**src/rtl/sobel_et_pkg.sv**
```systemverilog
// shared types, constants and codes for the sobel edge threshold block
package sobel_et_pkg;

	localparam int MAX_WIDTH  = 2048;
	localparam int MAX_HEIGHT = 4096;

	localparam int PIX_W    = 8;
	localparam int GRAY_W   = 8;
	localparam int COL_W    = $clog2(MAX_WIDTH);
	localparam int ROW_W    = $clog2(MAX_HEIGHT);
	localparam int WIDTH_W  = 12;
	localparam int HEIGHT_W = 13;
	localparam int THR_W    = 21;
	localparam int MAG_W    = 21;
	localparam int CFG_W    = 21;
	localparam int CFG_IDX_W = 2;

	// gray = (r + g + b) / 3 via reciprocal, exact for sums up to 765
	localparam int SUM_W        = 10;
	localparam int RECIP3       = 683;
	localparam int RECIP3_SHIFT = 11;
	localparam int PROD3_W      = 20;

	localparam int WSUM_W = 10;
	localparam int GRAD_W = 11;
	localparam int SQ_W   = 20;

	localparam int LINE_DW = 2 * GRAY_W;

	localparam int FIFO_DEPTH = 8;
	localparam int FIFO_AW    = $clog2(FIFO_DEPTH);
	localparam int FIFO_CW    = FIFO_AW + 1;

	localparam logic [WIDTH_W-1:0]  WIDTH_MIN    = WIDTH_W'(3);
	localparam logic [WIDTH_W-1:0]  WIDTH_MAX    = WIDTH_W'(MAX_WIDTH);
	localparam logic [HEIGHT_W-1:0] HEIGHT_MIN   = HEIGHT_W'(3);
	localparam logic [HEIGHT_W-1:0] HEIGHT_MAX   = HEIGHT_W'(MAX_HEIGHT);
	localparam logic [WIDTH_W-1:0]  WIDTH_RST    = WIDTH_W'(640);
	localparam logic [HEIGHT_W-1:0] HEIGHT_RST   = HEIGHT_W'(480);
	localparam logic [THR_W-1:0]    THRESH_RST   = THR_W'(10000);

	typedef enum logic [CFG_IDX_W-1:0] {
		REG_WIDTH  = 2'd0,
		REG_HEIGHT = 2'd1,
		REG_THRESH = 2'd2
	} cfg_reg_t;

	// position info that travels with a pixel down the pipe
	typedef struct packed {
		logic [ROW_W-1:0] row;
		logic [COL_W-1:0] col;
		logic             last;
	} pos_t;

	typedef struct packed {
		pos_t             pos;
		logic [MAG_W-1:0] mag;
		logic             is_edge;
	} result_t;

endpackage

```
**src/rtl/sobel_et_ofifo.sv**
```systemverilog
// small result queue between the pipe and the output channel
module sobel_et_ofifo (
	input  logic                             clk,
	input  logic                             arst_n,
	input  logic                             push,
	input  sobel_et_pkg::result_t            push_data,
	input  logic                             pop,
	output logic                             not_empty,
	output sobel_et_pkg::result_t            head,
	output logic [sobel_et_pkg::FIFO_CW-1:0] level
);

	sobel_et_pkg::result_t               ent_q [sobel_et_pkg::FIFO_DEPTH];
	logic [sobel_et_pkg::FIFO_AW-1:0]    wr_ptr_q, rd_ptr_q;
	logic [sobel_et_pkg::FIFO_CW-1:0]    cnt_q;

	always_ff @(posedge clk) begin
		if (push) begin
			ent_q[wr_ptr_q] <= push_data;
		end
	end

	always_ff @(posedge clk or negedge arst_n) begin
		if (!arst_n) begin
			wr_ptr_q <= '0;
			rd_ptr_q <= '0;
			cnt_q    <= '0;
		end else begin
			if (push) begin
				wr_ptr_q <= wr_ptr_q + 1'b1;
			end
			if (pop) begin
				rd_ptr_q <= rd_ptr_q + 1'b1;
			end
			if (push && !pop) begin
				cnt_q <= cnt_q + 1'b1;
			end else if (!push && pop) begin
				cnt_q <= cnt_q - 1'b1;
			end
		end
	end

	assign not_empty = (cnt_q != '0);
	assign head      = ent_q[rd_ptr_q];
	assign level     = cnt_q;

endmodule

```
**config.mk**
```make
export PLATFORM = sky130hd
export DESIGN_NAME = sobel_et_ofifo
export DESIGN_NICKNAME = d
export VERILOG_FILES = /design/src/rtl/sobel_et_pkg.sv /design/src/rtl/sobel_et_ofifo.sv
export SDC_FILE = /design/constraint.sdc
export NUM_CORES = 1
export LEC_CHECK = 0
export CORE_MARGIN = 4
export CORE_UTILIZATION = 30
export DETAILED_ROUTE_END_ITERATION = 16
export DONT_BUFFER_PORTS = 1
export HOLD_SLACK_MARGIN = 0.08
export PLACE_DENSITY = 0.41
export SYNTH_ARGS = -nofsm -noshare
export SYNTH_HDL_FRONTEND = slang
export SYNTH_SLANG_ARGS = --single-unit
export TNS_END_PERCENT = 30
```
**constraint.sdc**
```tcl
create_clock -name clk -period 6.1 [get_ports clk]
set_input_delay 1.22 -clock clk [delete_from_list [all_inputs] [get_ports clk]]
set_output_delay 1.22 -clock clk [all_outputs]
set_load 0.02 [all_outputs]
```
==> out/results.txt <==
Run status - completed
Count of state elements after synthesis - 378
DRT iter0 DRCs - 357
Initial antenna violation count - 0
First-pass GRT wire length - 47.4 mm
Async SR Flop Fraction - 0.0265
IO buf count - 0
Final antenna-violating net count - 0
Met1 GRT Util - 0.158
Die Width - 227 um
CTS Buf Count - 45
CTS tree - done
GR met3 Demand/Resource - 0.0486
Worst path required time - 4.88 ns
Wirelength per Cell - 25.9 um
Yosys top cell by area - edfxtp_1
Compound-Gate Fraction of Synth Area - 0.00287
Crit path capture type - output port
Area grow syn2layout - 15.6%
Synth area leaders - edfxtp_1, mux4_2, mux2_2, dfrtp_1, buf_6
Slew Limit Headroom - 0.220
Met2 Use GR - 0.215
Routability cong. - 0.672
Largest net degree at the start of global routing - 72
Clk slew on worst S/H paths - 0.06 ns
Core Box Area - 47,500 um^2
Synth top area share - 0.767
Average size of a mapped cell - 24.4 um^2
Top cell types by occurrence after synthesis - edfxtp_1, mux4_2, mux2_2
Crit Path Max Fanout - 71
GR peak layer - met2
Post-layout util - 0.350
Starting Density - 0.303
CTS Root Cell - clkbuf_16
EDFF count, synth - 368
Crit path buffers/inverters - 1
Mapped Cells - 590
Most common cell in the netlist - edfxtp_1
# hold bufs at CTS - 0
PostCTS Resize Cnt - 0
Max Root-Sink Buffers - 3
Clock latency on the worst-skew pair - 0.55 ns
Count of different cell masters after synthesis - 27
Htree depth - 2
# rows - 80
Die ar. - 51,600 um^2
VDD IR max - 0.000219 V
I/O Pins - 101
Pins Over Slew Limit - 0
Unrepaired setup endpoints after global routing - no
# fillers - 4,336
Final hold vios - 0
Simple-Gate Fraction of Synth Area - 0.00817
Antenna Cells - 0
# nets final - 681
Period utilisation layout - 0.702
Critical path cell sequence - buf_4, mux4_2, mux2_2
Top_reg_cell synth - edfxtp_1
Die Y - 227 um
Period minus WS final - 4.28 ns
Area post-placement - 15,200 um^2
YS warnings - 0
Mapped Area - 14,400 um^2
Worst path top cell family by delay - flip-flops
Max Clock Skew - 0.0132 ns
Synth Area in XOR/XNOR - 0.00365
Actual slew at the worst max-slew pin - 1.17 ns
Congestion Overflow GR - 0
Initial DRT Pass Iterations - 4
Post-synthesis sequential area ratio - 0.785
# DRC - 0
Max cap viols - 0
CP max-delay cell - dfrtp_4
Mux contribution to synthesized area - 0.183
WS Path Type - reg -> out
Finished layout cell area - 16,600 um^2
Setup TNS - 0 ns
TritonCTS Sinks - 378
Drt total wl - 33.0 mm
Worst min path class - in -> async
DR vias - 6,122
F_max - 234 MHz
Slowest stage delay, CP - 1.19 ns
Largest family of logic cells by synthesized area - multiplexers
Lkg Pwr - 5.14 nW
GR Util All Layers - 0.129
Post-synth net total - 646
CP startpoint kind - flop
Overall Power - 8.45 mW
Power Density - 507 nW/um^2
DP Wirelength - 17.6 mm
Adder-cell share of the synthesized area - 0.00574
Vias in the first global route - 6,888
WP data arrival - 3.06 ns
Via density - 4.81
Fraction of layout cells with a size suffix above 1 - 0.347
Finish-stage setup viols - 0
Postcts setup bufs - 0
-- stage by stage --
stage | worst slack [ns] | hold WS, ns | std cells
after floorplan | 1.13 | 0.517 | 590
final | 1.82 | 0.364 | 1273
after global routing | 1.63 | 0.322 | 1273
after global placement | 2.36 | 0.543 | 1193
after detailed placement | 2.34 | 0.548 | 1193
after CTS | 1.72 | 0.312 | 1273
-- layout make-up --
class / count / area (um^2) / area share
flip-flops and latches: 378 / 11300 / 0.680
clock inverters: 21 / 225 / 0.0135
repair buffers: 14 / 118 / 0.00707
inverters: 2 / 7.51 / 0.000451
clock buffers: 59 / 1230 / 0.0738
well taps: 615 / 769 / 0.0462
multi-input cells: 184 / 2980 / 0.179
-- worst register-to-register path, stage by stage, from the launching register on --
cell and delay [ns]:
dfrtp_1 0.40, nand2b_1 0.32, nor2_4 0.79, buf_4 0.59
-- layer usage --
| metal | part of all wire | wire, um |
|---|---|---|
| met1 | 0.41 | 13500 |
| met2 | 0.50 | 16500 |
| met3 | 0.070 | 2310 |
| met4 | 0.021 | 687 |
| met5 | 0 | 0 |
-- final timing paths --
path / start / endpoint / slack, ns / cells past startpoint
worst max-delay path: rd_ptr_q[1]$_DFFE_PN0P_ / head[43] / 1.82 / 3
worst min-delay path: arst_n / level[2]$_DFFE_PN0P_ / 0.36 / 0
worst max register to register: wr_ptr_q[1]$_DFFE_PN0P_ / ent_q[1][29]$_DFFE_PP_ / 3.62 / 3
worst min register to register: wr_ptr_q[1]$_DFFE_PN0P_ / wr_ptr_q[1]$_DFFE_PN0P_ / 0.56 / 1
max in group asynchronous: arst_n / rd_ptr_q[0]$_DFFE_PN0P_ / 5.65 / 0
min in group clk: wr_ptr_q[1]$_DFFE_PN0P_ / wr_ptr_q[1]$_DFFE_PN0P_ / 0.56 / 1
-- state kept, by name (all words and copies together), names as in the netlist --
register,count
wr_ptr_q,3
ent_q,368
rd_ptr_q,3
level,4
-- cells by family (layout without fill, tap and decap cells) --
logic type | Yosys count | count (layout)
buffers and inverters | 28 | 96
adder cells (fa/ha/maj) | 6 | 6
AO/OA/AOI/OAI | 6 | 6
XOR/XNOR | 6 | 6
multiplexers | 142 | 142
flip-flops | 378 | 378
AND/OR/NAND/NOR | 24 | 24
-- cells in the final DEF (no fill, tap or decap), types with 2 or more instances in the layout --
master     instances
clkbuf_16         45
clkbuf_1           9
xnor2_1            4
nand2_1            6
dfrtp_1            7
clkinv_2           5
bufinv_16          5
inv_1              2
mux4_2            92
clkinv_1           9
edfxtp_1         368
mux2_2            49
xor2_1             2
nor3_2             2
nand3_1            2
ha_1               5
a21oi_1            2
nand2b_1           3
or4_1              2
o211ai_1           2
clkbuf_8           5
dfrtp_4            2
buf_4             13
nor2_4             6
-- power by group --
group          internal, mW  leakage [nW]  switching (mW)
Combinational         0.969         0.976            1.20
Sequential             3.27          3.46           0.376
Clock                  1.62         0.710            1.01
Total                  5.86          5.14            2.59
No activity file was read; power rests on OpenSTA's default activity.
