**config.mk**
```make
export PLATFORM = sky130hd
export DESIGN_NAME = sobel_et_grad
export DESIGN_NICKNAME = d
export VERILOG_FILES = /design/src/rtl/sobel_et_pkg.sv /design/src/rtl/sobel_et_grad.sv
export SDC_FILE = /design/constraint.sdc
export NUM_CORES = 1
export LEC_CHECK = 0
export BUFFER_PORTS_ARGS = -buffer_cell sky130_fd_sc_hd__clkbuf_2
export CORE_ASPECT_RATIO = 1.2
export CORE_MARGIN = 8
export CORE_UTILIZATION = 50
export CTS_CLUSTER_SIZE = 25
export DETAILED_ROUTE_END_ITERATION = 8
export GPL_TIMING_DRIVEN = 0
export PLACE_DENSITY = 0.74
export SLEW_MARGIN = 20
export SYNTH_ARGS = -nofsm -noshare
export SYNTH_HDL_FRONTEND = slang
export SYNTH_SLANG_ARGS = --single-unit
```
**constraint.sdc**
```tcl
create_clock -name clk -period 6.9 [get_ports clk]
set_clock_uncertainty 0.2 [all_clocks]
set_input_delay 1.38 -clock clk [delete_from_list [all_inputs] [get_ports clk]]
set_output_delay 1.38 -clock clk [all_outputs]
set_load 0.01 [all_outputs]
```
**src/rtl/sobel_et_pkg.sv**
```systemverilog
// shared types, constants and codes for the sobel edge threshold block
package sobel_et_pkg;

	localparam int MAX_WIDTH  = 2048;
	localparam int MAX_HEIGHT = 4096;

	localparam int PIX_W    = 8;
	localparam int GRAY_W   = 8;
	localparam int COL_W    = $clog2(MAX_WIDTH);
	localparam int ROW_W    = $clog2(MAX_HEIGHT);
	localparam int WIDTH_W  = 12;
	localparam int HEIGHT_W = 13;
	localparam int THR_W    = 21;
	localparam int MAG_W    = 21;
	localparam int CFG_W    = 21;
	localparam int CFG_IDX_W = 2;

	// gray = (r + g + b) / 3 via reciprocal, exact for sums up to 765
	localparam int SUM_W        = 10;
	localparam int RECIP3       = 683;
	localparam int RECIP3_SHIFT = 11;
	localparam int PROD3_W      = 20;

	localparam int WSUM_W = 10;
	localparam int GRAD_W = 11;
	localparam int SQ_W   = 20;

	localparam int LINE_DW = 2 * GRAY_W;

	localparam int FIFO_DEPTH = 8;
	localparam int FIFO_AW    = $clog2(FIFO_DEPTH);
	localparam int FIFO_CW    = FIFO_AW + 1;

	localparam logic [WIDTH_W-1:0]  WIDTH_MIN    = WIDTH_W'(3);
	localparam logic [WIDTH_W-1:0]  WIDTH_MAX    = WIDTH_W'(MAX_WIDTH);
	localparam logic [HEIGHT_W-1:0] HEIGHT_MIN   = HEIGHT_W'(3);
	localparam logic [HEIGHT_W-1:0] HEIGHT_MAX   = HEIGHT_W'(MAX_HEIGHT);
	localparam logic [WIDTH_W-1:0]  WIDTH_RST    = WIDTH_W'(640);
	localparam logic [HEIGHT_W-1:0] HEIGHT_RST   = HEIGHT_W'(480);
	localparam logic [THR_W-1:0]    THRESH_RST   = THR_W'(10000);

	typedef enum logic [CFG_IDX_W-1:0] {
		REG_WIDTH  = 2'd0,
		REG_HEIGHT = 2'd1,
		REG_THRESH = 2'd2
	} cfg_reg_t;

	// position info that travels with a pixel down the pipe
	typedef struct packed {
		logic [ROW_W-1:0] row;
		logic [COL_W-1:0] col;
		logic             last;
	} pos_t;

	typedef struct packed {
		pos_t             pos;
		logic [MAG_W-1:0] mag;
		logic             is_edge;
	} result_t;

endpackage

```
**src/rtl/sobel_et_grad.sv**
```systemverilog
// 3x3 window, sobel gradients, squaring and threshold compare
module sobel_et_grad (
	input  logic                                  clk,
	input  logic                                  arst_n,
	input  logic                                  pix_valid,
	input  logic                                  pix_report,
	input  sobel_et_pkg::pos_t                    pix_pos,
	input  logic [sobel_et_pkg::GRAY_W-1:0]       pix_top,
	input  logic [sobel_et_pkg::GRAY_W-1:0]       pix_mid,
	input  logic [sobel_et_pkg::GRAY_W-1:0]       pix_gray,
	input  logic [sobel_et_pkg::THR_W-1:0]        threshold,
	output logic                                  res_valid,
	output sobel_et_pkg::result_t                 res,
	output logic [1:0]                            busy_cnt
);

	// window: [0..2] two columns back, [3..5] one column back (top..bottom)
	logic [sobel_et_pkg::GRAY_W-1:0] win_q [6];

	logic [sobel_et_pkg::WSUM_W-1:0] wl_x, wr_x, wl_y, wr_y;
	logic signed [sobel_et_pkg::GRAD_W-1:0] gx, gy;

	logic                                   v_s2;
	sobel_et_pkg::pos_t                     pos_s2;
	logic signed [sobel_et_pkg::GRAD_W-1:0] gx_s2, gy_s2;

	logic signed [2*sobel_et_pkg::GRAD_W-1:0] sqx_full, sqy_full;

	logic                              v_s3;
	sobel_et_pkg::pos_t                pos_s3;
	logic [sobel_et_pkg::SQ_W-1:0]     sqx_s3, sqy_s3;
	logic [sobel_et_pkg::MAG_W-1:0]    mag;

	always_comb begin
		wl_x = sobel_et_pkg::WSUM_W'(win_q[0]) + {1'b0, win_q[1], 1'b0}
			+ sobel_et_pkg::WSUM_W'(win_q[2]);
		wr_x = sobel_et_pkg::WSUM_W'(pix_top) + {1'b0, pix_mid, 1'b0}
			+ sobel_et_pkg::WSUM_W'(pix_gray);
		wl_y = sobel_et_pkg::WSUM_W'(win_q[0]) + {1'b0, win_q[3], 1'b0}
			+ sobel_et_pkg::WSUM_W'(pix_top);
		wr_y = sobel_et_pkg::WSUM_W'(win_q[2]) + {1'b0, win_q[5], 1'b0}
			+ sobel_et_pkg::WSUM_W'(pix_gray);
		gx = $signed({1'b0, wl_x}) - $signed({1'b0, wr_x});
		gy = $signed({1'b0, wl_y}) - $signed({1'b0, wr_y});
	end

	// window shifts on every pixel, reported or not
	always_ff @(posedge clk or negedge arst_n) begin
		if (!arst_n) begin
			for (int i = 0; i < 6; i++) begin
				win_q[i] <= '0;
			end
		end else if (pix_valid) begin
			win_q[0] <= win_q[3];
			win_q[1] <= win_q[4];
			win_q[2] <= win_q[5];
			win_q[3] <= pix_top;
			win_q[4] <= pix_mid;
			win_q[5] <= pix_gray;
		end
	end

	always_ff @(posedge clk or negedge arst_n) begin
		if (!arst_n) begin
			v_s2 <= 1'b0;
			v_s3 <= 1'b0;
		end else begin
			v_s2 <= pix_valid & pix_report;
			v_s3 <= v_s2;
		end
	end

	always_ff @(posedge clk) begin
		pos_s2 <= pix_pos;
		gx_s2  <= gx;
		gy_s2  <= gy;
		pos_s3 <= pos_s2;
		sqx_s3 <= sqx_full[sobel_et_pkg::SQ_W-1:0];
		sqy_s3 <= sqy_full[sobel_et_pkg::SQ_W-1:0];
	end

	// squares are non-negative and below 2^20
	assign sqx_full = gx_s2 * gx_s2;
	assign sqy_full = gy_s2 * gy_s2;
	assign mag      = sobel_et_pkg::MAG_W'(sqx_s3) + sobel_et_pkg::MAG_W'(sqy_s3);

	assign res_valid   = v_s3;
	assign res.pos     = pos_s3;
	assign res.mag     = mag;
	assign res.is_edge = (mag >= threshold);

	assign busy_cnt = 2'(pix_valid & pix_report) + 2'(v_s2) + 2'(v_s3);

endmodule

```
==> run metrics, run 1 <==
outcome completed; ANT cells 0; Final Non-Filler Cells 1974; max frequency 165 MHz; fraction of layout cells with a size suffix above 1 13.1%; Initial Utilization 50.7%; minimum clock period 6.07 ns; WS Path Type reg -> reg; row count 69; fin util 56.5%; CTS Sinks 158; core area 29500 sq um; synth warn 0; Setup violations, final 0; hold path startpoint pos_s2[11]; vias in the first global route 11293; first-pass GRT wire length 52600 um; path category of the worst min-delay check reg -> reg; CTS H-tree lvls 4; sequential area share after synthesis 22.8%; global route overflow 0; Chip Height 206 um; largest net degree at the start of global routing 51; FFs w/ async S/R, synth 31.6%; CP Max Fanout 10; routed wire length 30500 um; Syn Area/Cell 10.5 sq um; number of port buffers 120; Yosys reg bits 158; Post-Layout Inst Area 16700 sq um; RSZ-0062 raised after global routing false; residual DRC count 0; Area after DPL 16100 sq um; CP Capture Type flip-flop; initial antenna violation count 3; # Post-CTS Setup Buffers 0; slew of the pin with the lowest slew margin 0.692 ns; fillcell total 2559; RD Place Congestion 0.870; Num CTS Buffers 17; most common cell after layout, fill and taps aside inv_1; nets@finish 2043; Cell variety after synth 47; period utilisation layout 87.9%; startpoint types flip-flop; Area Overhead vs Synth 11.4%; Final Hold Vio Count 0; Max-slew headroom 53.9%; crit path DAT 6.19 ns; width of the die 174 um; synthesized cell area 15000 sq um; CP required 7.02 ns; Syn Inst Count 1432; setup TNS 0 ns; syn_nets 1904; clock-pin slew on the worst setup and hold paths 0.07 ns; CTS Hold Buffers Added 0; Max clock buf depth 2; startpoint of the worst register-to-register path gy_s2[4]; post-detailed-route wirelength per cell 15.4 um; gr usage total 18.1%; routed via count 9918; Clk Latency, worst-skew pair 0.42 ns; commonest register cell after synthesis dfxtp_1; TritonCTS clock tree yes; Final ANT Viol Nets 0; Pre-antenna DRT Iters 5; most frequent cells in the layout inv_1 (342), fa_1 (253), ha_1 (146); Critical Path Start gy_s2[4]; Iter 0 DRT Violations 371; mean number of vias per cell 5.02; die area 35800 sq um; post-CTS resize count 0; EDFF count, synth 0; post-detail-place hpwl 25200 um; max-cap violations 0; root buffer cell clkbuf_16; Slew Limit Fails 0; dpl cells 1942; # IOs 122
-- cell families (layout without fill, tap and decap cells) --
kind of cell             after synthesis  count (layout)  synth area share (%)
adder cells (fa/ha/maj)              399             399                  46.0
buffers and inverters                368             520                  9.23
AND/OR/NAND/NOR                      242             242                  7.99
flip-flops                           158             158                  22.8
AO/OA/AOI/OAI                        142             142                  6.04
XOR/XNOR                              79              79                  4.62
multiplexers                          44              44                  3.30
-- state kept, by name, summed over array words and instances (netlist names) --
signal / cells
res: 24
sqy_s3: 19
sqx_s3: 19
pos_s2: 24
v_s2: 1
gx_s2: 11
gy_s2: 11
res_valid: 1
win_q: 48
-- cells in the mapped netlist (3+ instances only) --
library cell | instances | area (sq um)
and3_1 | 5 | 31.3
dfxtp_1 | 108 | 2160
o211ai_1 | 3 | 22.5
nand2_1 | 67 | 251
nor2_1 | 59 | 221
xor2_1 | 16 | 140
a31oi_1 | 4 | 25.0
clkbuf_1 | 26 | 97.6
nand2b_1 | 6 | 37.5
inv_1 | 342 | 1280
o21ai_1 | 6 | 30.0
o21bai_1 | 5 | 37.5
mux2_2 | 43 | 484
nor2b_1 | 19 | 119
o21ai_0 | 22 | 110
or2_2 | 4 | 25.0
and2_1 | 54 | 338
a211oi_1 | 7 | 52.6
ha_1 | 146 | 1830
dfrtp_1 | 50 | 1250
nand4_1 | 5 | 31.3
xnor2_1 | 63 | 552
nor3_1 | 10 | 50.1
fa_1 | 253 | 5060
a21o_1 | 23 | 173
nand3_1 | 6 | 30.0
a21oi_1 | 47 | 235
o21a_1 | 10 | 75.1
-- final cells by class --
cell class	instances	area (sq um)	area share (%)
Sequential cell	158	3410	20.5
Clock buffer	19	454	2.72
Timing Repair Buffer	120	603	3.61
Inverter	342	1280	7.69
Clock inverter	13	168	1.00
Multi-Input combinational cell	906	10200	61.0
Tap cell	390	488	2.92
Buffer	26	97.6	0.585
-- worst max-delay path, cell delays in order (launching register included) --
cell and delay, ns:
dfxtp_1 0.31, clkbuf_1 0.47, inv_1 0.27, nor2_1 0.26, inv_1 0.09, fa_1 0.49
fa_1 0.51, fa_1 0.49, inv_1 0.05, fa_1 0.47, inv_1 0.05, fa_1 0.47
inv_1 0.04, ha_1 0.23, or3_1 0.40, o221ai_2 0.21, a21oi_1 0.12, or4_4 0.52
a21oi_2 0.16, xnor2_1 0.16
-- worst paths after layout --
| kind | to | slack [ns] | cells past startpoint |
|---|---|---|---|
| worst max-delay path | sqy_s3[18] | 0.83 | 19 |
| worst min-delay path | res[33] | 0.13 | 0 |
| worst max register to register | sqy_s3[18] | 0.83 | 19 |
| worst min register to register | res[33] | 0.13 | 0 |
| max in group asynchronous | win_q[40] | 5.21 | 1 |
| min in group asynchronous | win_q[13] | 0.82 | 1 |
-- per-layer routing --
layer  global-route usage [%]  vias to the layer above  wire length, um
met4                     4.62                        6              658
met3                     4.55                       54             1970
met1                     20.5                     4933            12100
met2                     33.5                      264            15700
li1                         -                     4661                -
met5                        0                        -               42
-- per-stage QoR --
step / hold slack (ns) / setup slack (ns)
floorplan: 0.110 / 1.60
global placement: 0.110 / 0.990
detailed placement: 0.112 / 0.942
CTS: 0.128 / 0.866
global route: 0.129 / 0.467
finish: 0.126 / 0.833
Power of run 1 is left out: the tool's default activity adds up to more than one toggle a clock period on the data nets, which glitch-free logic cannot reach.
==> inputs of run 2 (changes only) <==
Settings changed: ABC_AREA set to 1, CORE_UTILIZATION 50 to 40, PLACE_DENSITY 0.74 to 0.63.
Clock period 6.9 ns to 7.6 ns, I/O delays scaled along.
==> run 2 against run 1 <==
Via count increased by 17%. First-iteration DRC count is 11% higher. Cell area grew 6.7%. Sequential cell count did not move. Critical path type unchanged. Critical endpoint is now sqx_s3[18].
==> run metrics, run 2 <==
slew of the pin with the lowest slew margin 0.710 ns (+0.0181 ns); root buffer cell clkbuf_16; Num CTS Buffers 17 (unchanged); outcome completed; top-area cell type share of the netlist area 31.8% (-2.0 points); startpoint types flip-flop; RD Place Congestion 0.844 (-3.0%); clock-pin slew on the worst setup and hold paths 0.08 ns (about the same); Final Non-Filler Cells 2517 (+28%); Synth area leader fa_1; CP Capture Type flip-flop; row count 80 (+16%); RSZ-0062 raised after global routing false; flop-to-flop setup slack 2.02 ns (+1.18 ns); Max-slew headroom 52.7% (-1.2 points); vias in the first global route 12877 (+14%); dpl cells 2485 (+28%); Reg with most FFs win_q; FFs w/ async S/R, synth 31.6% (unchanged); CP Max Fanout 10 (unchanged); CP required 7.69 ns (+0.67 ns); Worst setup endpoint sqx_s3[18]; post-detailed-route wirelength per cell 13.7 um (-11%); Setup violations, final 0 (unchanged); post-CTS resize count 0 (unchanged); setup TNS 0 ns (unchanged); initial antenna violation count 2 (-1); path category of the worst min-delay check reg -> reg; Slowest-stage cell, CP fa_1; Final ANT Viol Nets 0 (unchanged); CTS Sinks 158 (unchanged); routed via count 11597 (+17%); crit path DAT 5.68 ns (-0.51 ns); synth warn 0 (unchanged); nets@finish 2443 (+20%); first-pass GRT wire length 59400 um (+13%); Syn Area/Cell 8.70 sq um (-17%); Area Overhead vs Synth 11.7%; max-cap violations 0 (unchanged); WS Path Type reg -> reg; top cells by area, synth fa_1 (32%), dfxtp_1 (14%), ha_1 (11%); die area 46500 sq um (+30%); largest net degree at the start of global routing 51 (unchanged); max frequency 179 MHz (+8.6%); synthesized cell area 15900 sq um (+6.4%); core area 39500 sq um (+34%); mean number of vias per cell 4.61 (-8.3%); most used cell along the critical path fa_1; EDFF count, synth 0 (unchanged); minimum clock period 5.58 ns (-0.483 ns); Yosys reg bits 158 (unchanged); fillcell total 3838 (+50%); Max clock buf depth 2 (unchanged); # IOs 122 (unchanged); Clk Latency, worst-skew pair 0.44 ns (+0.02 ns); Initial Utilization 40.3% (-10 points); period utilisation layout 73.5% (-14 points); CTS Hold Buffers Added 0 (unchanged); Pre-antenna DRT Iters 6 (+1); worst r2r path cells 17 (-2); CP cell instances clkbuf_1, nand2_1, fa_1, inv_1, fa_1, inv_1, fa_1, inv_1, fa_1, fa_1, ha_1, nand2_1, nor2_1, nand2_1, or2_1, nand3_1, nand2_1; sequential area share after synthesis 21.4% (-1.4 points); R2R Path End sqx_s3[18]; top-count cell post-synth inv_1; Post-Layout Inst Area 17800 sq um (+6.7%); commonest cells in the netlist inv_1 (481), nand2_1 (343), fa_1 (253), ha_1 (146), dfxtp_1 (108); worst stage delay on the critical path 0.69 ns (+0.17 ns); # Post-CTS Setup Buffers 0 (unchanged); Slew Limit Fails 0 (unchanged); post-detail-place hpwl 29600 um (+17%); ANT cells 0 (unchanged); Area after DPL 17200 sq um (+7.1%); global route overflow 0 (unchanged); CTS H-tree lvls 4 (unchanged); Iter 0 DRT Violations 410 (+11%); TritonCTS clock tree yes; number of port buffers 120 (unchanged); Final Hold Vio Count 0 (unchanged); Chip Height 235 um (+14%); commonest register cell after synthesis dfxtp_1; gr usage total 15.5% (-2.6 points); startpoint of the worst register-to-register path gx_s2[2]; width of the die 198 um (+14%); Cell variety after synth 41 (-13%); residual DRC count 0 (unchanged); Critical Path Start gx_s2[2]; most frequent cells in the layout inv_1 (481), nand2_1 (343), fa_1 (253); Syn Inst Count 1832 (+28%); max reg flops 48 (unchanged); syn_nets 2304 (+21%); most common cell after layout, fill and taps aside inv_1; fraction of layout cells with a size suffix above 1 9.27% (-3.8 points); routed wire length 34400 um (+13%)
==> run 2: cells by family after synthesis <==
group                      after synthesis  synth area share, %
and+or+nand+nor                        525                 13.5
buffers and inverters                  517                 12.2
adders and majority gates              399                 43.2
AOI/OAI and AO/OA                      163                 5.64
DFF                                    158                 21.4
xor gates and xnor gates                61                 3.35
muxes                                    9                0.636
==> run 2: worst min-delay path by stage <==
stage | start | to | slack (ns) | cells past startpoint
after global placement | pos_s2[20] | res[42] | 0.11 | 0
final | pos_s2[10] | res[32] | 0.12 | 0
after CTS | pos_s2[10] | res[32] | 0.12 | 0
after detailed placement | pos_s2[10] | res[32] | 0.11 | 0
after global routing | pos_s2[15] | res[37] | 0.12 | 0
after floorplan | pos_s2[0] | res[22] | 0.11 | 0
==> run 2: through the flow <==
stage | hold slack, ns | utilization, % | setup slack (ns)
after floorplan | 0.110 | - | 2.83
after global placement | 0.110 | 43.5 | 2.07
after detailed placement | 0.112 | 43.5 | 2.04
after CTS | 0.119 | 45.0 | 2.02
after global routing | 0.124 | 45.0 | 1.73
final | 0.121 | 45.0 | 2.02
==> run 2: layer usage <==
| metal | track usage [%] | part of all wire, % | vias up | wire length (um) |
|---|---|---|---|---|
| met3 | 3.30 | 5.9 | 49 | 2020 |
| met5 | 0 | 0.067 | - | 23 |
| li1 | - | - | 5730 | - |
| met2 | 28.6 | 51 | 234 | 17500 |
| met1 | 17.9 | 41 | 5580 | 14200 |
| met4 | 3.65 | 1.8 | 4 | 608 |
==> run 2: worst max-delay path: cells and delay by family (launching register included) <==
kind | cells | cell delay (ns)
buffers and inverters | 4 | 0.72
DFF | 1 | 0.52
and+or+nand+nor | 7 | 0.95
adders and majority gates | 6 | 3.06
==> run 2: cell type report <==
class	instances	area, sq um	area share (%)
multi-input cells	1157	10600	59.4
inverters	482	1810	10.2
clock inverters	15	170	0.956
clock buffers	17	425	2.39
flip-flops and latches	158	3410	19.2
repair buffers	120	603	3.39
plain buffers	35	136	0.766
well taps	533	667	3.75
Power of run 2 is left out for the same reason.
==> inputs of run 3 (changes only) <==
Clock period 7.6 ns to 5.7 ns, I/O delays scaled along.
==> run 3 against run 2 <==
Critical path depth up 2. Setup slack worse by 1.7 ns. Clock-buffer cell count unchanged. Wire length about the same. Critical path type unchanged.
==> run metrics, run 3 (synthesis gave the netlist of run 2 again) <==
outcome completed; startpoint of the worst register-to-register path gx_s2[6]; vias in the first global route 12877 (unchanged); max frequency 184 MHz (+2.9%); clock-pin slew on the worst setup and hold paths 0.08 ns (about the same); setup TNS 0 ns (unchanged); ANT cells 0 (unchanged); Worst setup endpoint sqx_s3[19]; Max-slew headroom 52.7% (about the same); minimum clock period 5.43 ns (-0.156 ns); gr usage total 15.5% (unchanged); residual DRC count 0 (unchanged); die area 46500 sq um (unchanged); post-detail-place hpwl 29600 um (unchanged); Clk Latency, worst-skew pair 0.44 ns (about the same); core area 39500 sq um (unchanged); row count 80 (unchanged); fraction of layout cells with a size suffix above 1 9.43% (+0.15 points); worst stage delay on the critical path 0.53 ns (-0.16 ns); worst hold slack 0.121 ns (unchanged); fillcell total 3836 (-0.052%); root buffer cell clkbuf_16; largest net degree at the start of global routing 51 (unchanged); post-detailed-route wirelength per cell 13.7 um (about the same); Final Hold Vio Count 0 (unchanged); nets@finish 2443 (unchanged); worst r2r path cells 19 (+2); flop-to-flop setup slack 0.27 ns (-1.74 ns); Slowest-stage cell, CP fa_1; CP Max Fanout 10 (unchanged); Num CTS Buffers 17 (unchanged); CP Capture Type flip-flop; slew of the pin with the lowest slew margin 0.710 ns (-0.0000941 ns); path category of the worst min-delay check reg -> reg; initial antenna violation count 2 (unchanged); startpoint types flip-flop; TritonCTS clock tree yes; period utilisation layout 95.2% (+22 points); dpl cells 2485 (unchanged); mean number of vias per cell 4.61 (about the same); Pre-antenna DRT Iters 5 (-1); Iter 0 DRT Violations 411 (+0.24%); first-pass GRT wire length 59400 um (unchanged); Area after DPL 17200 sq um (unchanged); max-cap violations 0 (unchanged); Final Non-Filler Cells 2517 (unchanged); most common cell after layout, fill and taps aside inv_1; CTS H-tree lvls 4 (unchanged); Initial Utilization 40.3% (unchanged); crit path DAT 5.55 ns (-0.13 ns); CTS Sinks 158 (unchanged); width of the die 198 um (unchanged); number of port buffers 120 (unchanged); routed via count 11601 (+0.034%); RD Place Congestion 0.844 (unchanged); Reg with most FFs win_q; Critical Path Start gx_s2[6]; RSZ-0062 raised after global routing false; Slew Limit Fails 0 (unchanged); max reg flops 48 (unchanged); most frequent cells in the layout inv_1 (481), nand2_1 (343), fa_1 (253); CTS Hold Buffers Added 0 (unchanged); WS Path Type reg -> reg; CP cell instances clkbuf_1, nand2_1, fa_1, fa_1, fa_1, inv_1, fa_1, inv_1, fa_1, inv_1, ha_1, a21oi_1, inv_1, nor2_2, nand2_1, a21oi_1, inv_1, nand2_1, nand2_1; Area Overhead vs Synth 11.7% (about the same); Post-Layout Inst Area 17800 sq um (about the same); CP required 5.82 ns (-1.87 ns); Setup violations, final 0 (unchanged); Max clock buf depth 2 (unchanged); global route overflow 0 (unchanged); Chip Height 235 um (unchanged); # IOs 122 (unchanged); routed wire length 34400 um (about the same); Final ANT Viol Nets 0 (unchanged); R2R Path End sqx_s3[19]
==> run 3: repair_timing <==
action,in CTS,in global routing
endpoints found under the hold margin,0,0
setup buffers,0,0
gates resized for setup,0,6
setup endpoints to repair,0,2
==> run 3: worst max-delay path: cells and delay by family (launching register included) <==
kind	cells	cell delay [ns]
fa+ha+maj	6	2.81
compound gates	2	0.45
flops	1	0.51
simple gates	5	0.60
buf+inv	6	0.75
==> run 3: worst min path at each step <==
| stage | from | to | cells past startpoint | slack, ns |
|---|---|---|---|---|
| final | pos_s2[10] | res[32] | 0 | 0.12 |
| after global routing | pos_s2[15] | res[37] | 0 | 0.12 |
| after CTS | pos_s2[10] | res[32] | 0 | 0.12 |
| after detailed placement | pos_s2[10] | res[32] | 0 | 0.11 |
| after global placement | pos_s2[20] | res[42] | 0 | 0.11 |
| after floorplan | pos_s2[0] | res[22] | 0 | 0.11 |
==> run 3: routing by layer <==
metal / routed length (um) / share of wire, % / up-vias / track usage [%]
met2: 17500 / 51 / 236 / 28.6
met1: 14200 / 41 / 5582 / 17.9
met3: 2010 / 5.8 / 49 / 3.30
li1: - / - / 5730 / -
met4: 616 / 1.8 / 4 / 3.65
met5: 23 / 0.067 / - / 0
==> run 3: area by class of cell <==
class                      instances  area, sq um  share of cell area (%)
clock buffer                      17          425                    2.39
sequential                       158         3410                    19.2
clock inverter                    15          170                   0.956
timing repair buffer             120          603                    3.39
inverter                         482         1810                    10.2
tap                              533          667                    3.75
multi-input combinational       1157        10600                    59.4
buffer                            35          140                   0.787
==> run 3: metrics by stage <==
| step | setup slack [ns] | utilization (%) |
|---|---|---|
| after floorplan | 0.933 | - |
| after global placement | 0.173 | 43.5 |
| after detailed placement | 0.138 | 43.5 |
| after CTS | 0.122 | 45.0 |
| after global routing | 0.0226 | 45.0 |
| final | 0.272 | 45.0 |
Power of run 3 is left out for the same reason.
